### src/tti_pkg.sv
// Shared types, constants and helpers for the trajectory time interpolator.
package tti_pkg;

    localparam int W         = 32;
    localparam int NF        = 11;
    localparam int FRAC_BITS = 16;
    localparam int QB        = FRAC_BITS + 1;
    localparam int SW        = 68;

    localparam int F_TIME  = 0;
    localparam int F_SPEED = 1;
    localparam int F_ARC   = 3;

    localparam logic [1:0] ACT_CLEAR  = 2'd0;
    localparam logic [1:0] ACT_APPEND = 2'd1;
    localparam logic [1:0] ACT_QUERY  = 2'd2;

    typedef logic signed [W-1:0] t_q;

    typedef struct packed {
        logic [1:0] action;
        t_q time_in;
        t_q speed_in;
        t_q accel_in;
        t_q arc_in;
        t_q x_in;
        t_q y_in;
        t_q heading_in;
        t_q curvature_in;
        t_q lateral_in;
        t_q left_in;
        t_q right_in;
    } t_item;

    typedef struct packed {
        logic found;
        t_q time_out;
        t_q speed_out;
        t_q accel_out;
        t_q arc_out;
        t_q x_out;
        t_q y_out;
        t_q heading_out;
        t_q curvature_out;
        t_q lateral_out;
        t_q left_out;
        t_q right_out;
    } t_result;

    // index 0 is time, then the fields in item order
    typedef logic [NF-1:0][W-1:0] t_point;

    function automatic t_point to_point(input t_item it);
        t_point p;
        p[0]  = it.time_in;
        p[1]  = it.speed_in;
        p[2]  = it.accel_in;
        p[3]  = it.arc_in;
        p[4]  = it.x_in;
        p[5]  = it.y_in;
        p[6]  = it.heading_in;
        p[7]  = it.curvature_in;
        p[8]  = it.lateral_in;
        p[9]  = it.left_in;
        p[10] = it.right_in;
        return p;
    endfunction

    function automatic t_result to_result(input logic found, input t_point p);
        t_result r;
        r.found         = found;
        r.time_out      = p[0];
        r.speed_out     = p[1];
        r.accel_out     = p[2];
        r.arc_out       = p[3];
        r.x_out         = p[4];
        r.y_out         = p[5];
        r.heading_out   = p[6];
        r.curvature_out = p[7];
        r.lateral_out   = p[8];
        r.left_out      = p[9];
        r.right_out     = p[10];
        return r;
    endfunction

    function automatic t_q sat32(input logic signed [SW-1:0] v);
        t_q r;
        if (v > $signed({{(SW-W+1){1'b0}}, {(W-1){1'b1}}}))
            r = {1'b0, {(W-1){1'b1}}};
        else if (v < $signed({{(SW-W+1){1'b1}}, {(W-1){1'b0}}}))
            r = {1'b1, {(W-1){1'b0}}};
        else
            r = v[W-1:0];
        return r;
    endfunction

endpackage

### src/tti_div.sv
// Restoring divider for the interpolation ratio, one quotient bit per cycle.
module tti_div (
    input  logic                   i_clk,
    input  logic                   i_rst_n,
    input  logic                   i_start,
    input  logic [tti_pkg::W:0]    i_num,
    input  logic [tti_pkg::W:0]    i_den,
    output logic                   o_done,
    output logic [tti_pkg::QB-1:0] o_quot
);
    import tti_pkg::*;

    localparam int CNTW = $clog2(QB + 1);

    logic [W+1:0]   r_rem;
    logic [W:0]     r_den;
    logic [CNTW-1:0] r_cnt;
    logic           r_busy;
    logic           ge;
    logic [W+1:0]   rem_sub;

    // numerator never exceeds the divisor, so QB bits cover the quotient
    assign ge      = r_rem >= {1'b0, r_den};
    assign rem_sub = ge ? (r_rem - {1'b0, r_den}) : r_rem;

    always_ff @(posedge i_clk) begin
        if (!i_rst_n) begin
            r_busy <= 1'b0;
            o_done <= 1'b0;
            r_cnt  <= '0;
        end else begin
            o_done <= 1'b0;
            if (i_start) begin
                r_busy <= 1'b1;
                r_rem  <= {1'b0, i_num};
                r_den  <= i_den;
                r_cnt  <= CNTW'(QB);
            end else if (r_busy) begin
                o_quot <= {o_quot[QB-2:0], ge};
                r_rem  <= {rem_sub[W:0], 1'b0};
                r_cnt  <= r_cnt - 1'b1;
                if (r_cnt == CNTW'(1)) begin
                    r_busy <= 1'b0;
                    o_done <= 1'b1;
                end
            end
        end
    end

endmodule

### config.mk
export PLATFORM = sky130hd
export DESIGN_NAME = tti_div
export DESIGN_NICKNAME = d
export VERILOG_FILES = /design/src/tti_pkg.sv /design/src/tti_div.sv
export SDC_FILE = /design/constraint.sdc
export NUM_CORES = 1
export LEC_CHECK = 0
export ABC_CLOCK_PERIOD_IN_PS = 3800
export BUFFER_PORTS_ARGS = -buffer_cell sky130_fd_sc_hd__clkbuf_2
export CAP_MARGIN = 0
export CORE_MARGIN = 5
export CORE_UTILIZATION = 45
export DETAILED_ROUTE_END_ITERATION = 12
export PLACE_DENSITY = 0.71
export SLEW_MARGIN = 20
export SYNTH_ARGS = -nofsm -noshare
export SYNTH_HDL_FRONTEND = slang
export SYNTH_SLANG_ARGS = --single-unit
### constraint.sdc
create_clock -name i_clk -period 3.8 [get_ports i_clk]
set_clock_uncertainty 0.15 [all_clocks]
set_input_delay 0.19 -clock i_clk [delete_from_list [all_inputs] [get_ports i_clk]]
set_output_delay 0.19 -clock i_clk [all_outputs]
set_load 0.01 [all_outputs]
==> run summary <==
Min Clock Period, post-route: 3.44 ns
Part of the power in the clock network: 29.6%
Maximum VDD drop: 0.000403 V
Diodes inserted: 0
Final hold viol count: 0
Worst slew pin tran: 0.779 ns
Synthesized area: 0.00545 sq mm
GRT met2 Usage: 31.6%
Synth Warn #: 0
Synth top area cells: edfxtp_1, ha_1, nand2_1
Gr ovfl total: 0
Clock Latency Late Sink: 0.36 ns
Sequential fraction of the synthesis area: 48.9%
Final setup vio count: 0
I/O pins: 87
Synth Net Count: 645
Combinational power share: 28.7%
Crit path max fanout: 24
Clock buffer depth: 2
Synth Flop Type: edfxtp_1
Die X: 120 microns
Largest net degree at the start of global routing: 36
Vias in the first global route: 4,522
Die ar.: 0.0144 sq mm
Most frequent cells in the layout: clkbuf_2, edfxtp_1, nand2_1, nor2_1, inv_1
Internal power: 2.01 mW
Met1 GRT Util: 22.8%
Post-synth ARST share: 0%
Flop pwr share: 41.7%
Detailed Place HPWL: 9360 microns
Cts bufs inserted: 9
FP Rows: 40
HP Class: in2reg
Reg clk slew, reported paths: 0.07 ns
Die Y: 120 microns
Critical path class: reg2reg
Slew Limit Headroom: 48.1%
Gpl congestion: 0.865
Post-route setup TNS: 0 ns
First-pass DRT Iterations: 6
Cell taking the most area after synthesis: edfxtp_1
Count of cell types in the netlist: 63
Max-Cap Viols: 0
CP arrival: 3.39 ns
Cell count after synthesis: 540
Power, Total: 2.95 mW
Clock root buffer: clkbuf_16
Placed cells: 760
Leak: 2.83 nW
Initial core utilization: 45.5%
DRT antenna net count: 0
Initial antenna violation count: 0
Crit path required time: 3.76 ns
Initial DRC Count: 211
Share of layout cells above drive strength 1: 17.8%
Hold_ws: 0.0122 ns
CTS Sinks: 91
PD cells: 440 mW/mm^2
Area post-placement: 0.00602 sq mm
Layout area overhead: 23.0%
Slew Limit Fails: 0
Post-route insts no fill: 815
Net Sw Power: 0.935 mW
Filler instances: 1,031
# port buffers: 86
CP Launch Type: flip-flop
Core box area: 0.0120 sq mm
Mapped Avg Cell Area: 10.1 sq um
Total Wirelength: 12,900 microns
Final Cycle Share: 90.5%
Commonest non-fill, non-tap cell in the layout: clkbuf_2
RSZ-0062 raised after global routing: no
Drt via density: 5.46
Fmax: 291 MHz
Status: completed
Net Sw Frac: 31.7%
Residual DRC: 0
Routed len/inst: 15.8 microns
Via count: 4,451
Met3 usage: 4.48%
#FFs+latches synth: 91
GRT Max-Usage Layer: met2
Yosys top cell area share: 46.3%
H-tree Lvls: 3
Crit end category: flip-flop
First-pass GRT wire length: 21,400 microns
Post-synth EDFFs: 84
Final net count: 768
Post-route cell area: 0.00670 sq mm
CTS tree: yes
GRT Overall Usage: 18.5%
-- final cells by class --
| cell class | count | area, sq um | area share, % |
|---|---|---|---|
| clock inverters | 7 | 66.3 | 0.990 |
| well taps | 147 | 184 | 2.75 |
| inverters | 41 | 154 | 2.30 |
| flip-flops and latches | 91 | 2660 | 39.8 |
| multi-input cells | 389 | 2540 | 37.9 |
| repair buffers | 131 | 866 | 12.9 |
| clock buffers | 9 | 225 | 3.36 |
-- synth_stat cells, drive strengths merged (14+ instances only) --
library cell and n:
a21oi 38, inv 41, xnor2 15, nand2 63, edfxtp 84, nor2 49, a31oi 17, ha 35
clkbuf 15, o21ai 25, a21o 14
-- routing by layer --
layer	share of wire, %	routed length (microns)
met1	45	5770
met2	48	6180
met3	5.4	689
met4	1.8	234
met5	0	0
-- sequential cells by signal (all words and copies together) (netlist names) --
| register | flops |
|---|---|
| o_done | 1 |
| o_quot | 17 |
| r_busy | 1 |
| r_cnt | 5 |
| r_den | 33 |
| r_rem | 34 |
-- repair_timing --
action | CTS | global route
hold buffers | 39 | 0
setup buffers | 0 | 0
gates resized for setup | 0 | 0
hold endpoints to repair | 41 | 0
-- path summary, 6_finish.rpt --
check	startpoint	end	slack, ns	cells past startpoint
min reg2reg	o_quot[10]	o_quot[11]	0.31	0
max reg2reg	r_rem[0]	r_rem[1]	0.36	13
min	i_num[20]	r_rem[20]	0.01	2
max	r_rem[0]	r_rem[1]	0.36	13
-- cell families (layout without fill, tap and decap cells) --
family,count (synthesis),count (layout),share of synthesized area (%)
flops,91,91,48.9
mux,7,7,1.31
fa+ha+maj,36,36,8.41
buf+inv,60,188,4.46
simple gates,175,175,15.0
compound gates,146,146,17.9
xor+xnor,25,25,4.02
-- per-stage QoR --
stage	util [%]	worst slack, ns
detailed placement	50.3	0.421
floorplan	-	0.852
CTS	56.0	0.383
finish	56.0	0.363
global placement	50.3	0.511
global route	56.0	0.191
-- worst max-delay path, cell delays in order (launching register included) --
cell      delay (ns)
edfxtp_1        0.36
inv_1           0.08
ha_1            0.17
inv_1           0.06
fa_1            0.40
a21o_1          0.23
a311oi_1        0.32
or3_4           0.21
a31o_4          0.17
a21oi_2         0.07
o21ai_2         0.23
buf_4           0.33
mux2i_1         0.13
mux2_2          0.27
-- power groups by stage --
stage	logic, mW	registers, mW	clock network, mW
detailed placement	0.807	1.25	0
global route	0.948	1.24	0.941
finish	0.845	1.23	0.873
floorplan	0.618	1.24	0
CTS	0.845	1.23	0.900
global placement	0.794	1.25	0
Note: power is estimated with default switching activity, not from simulation.
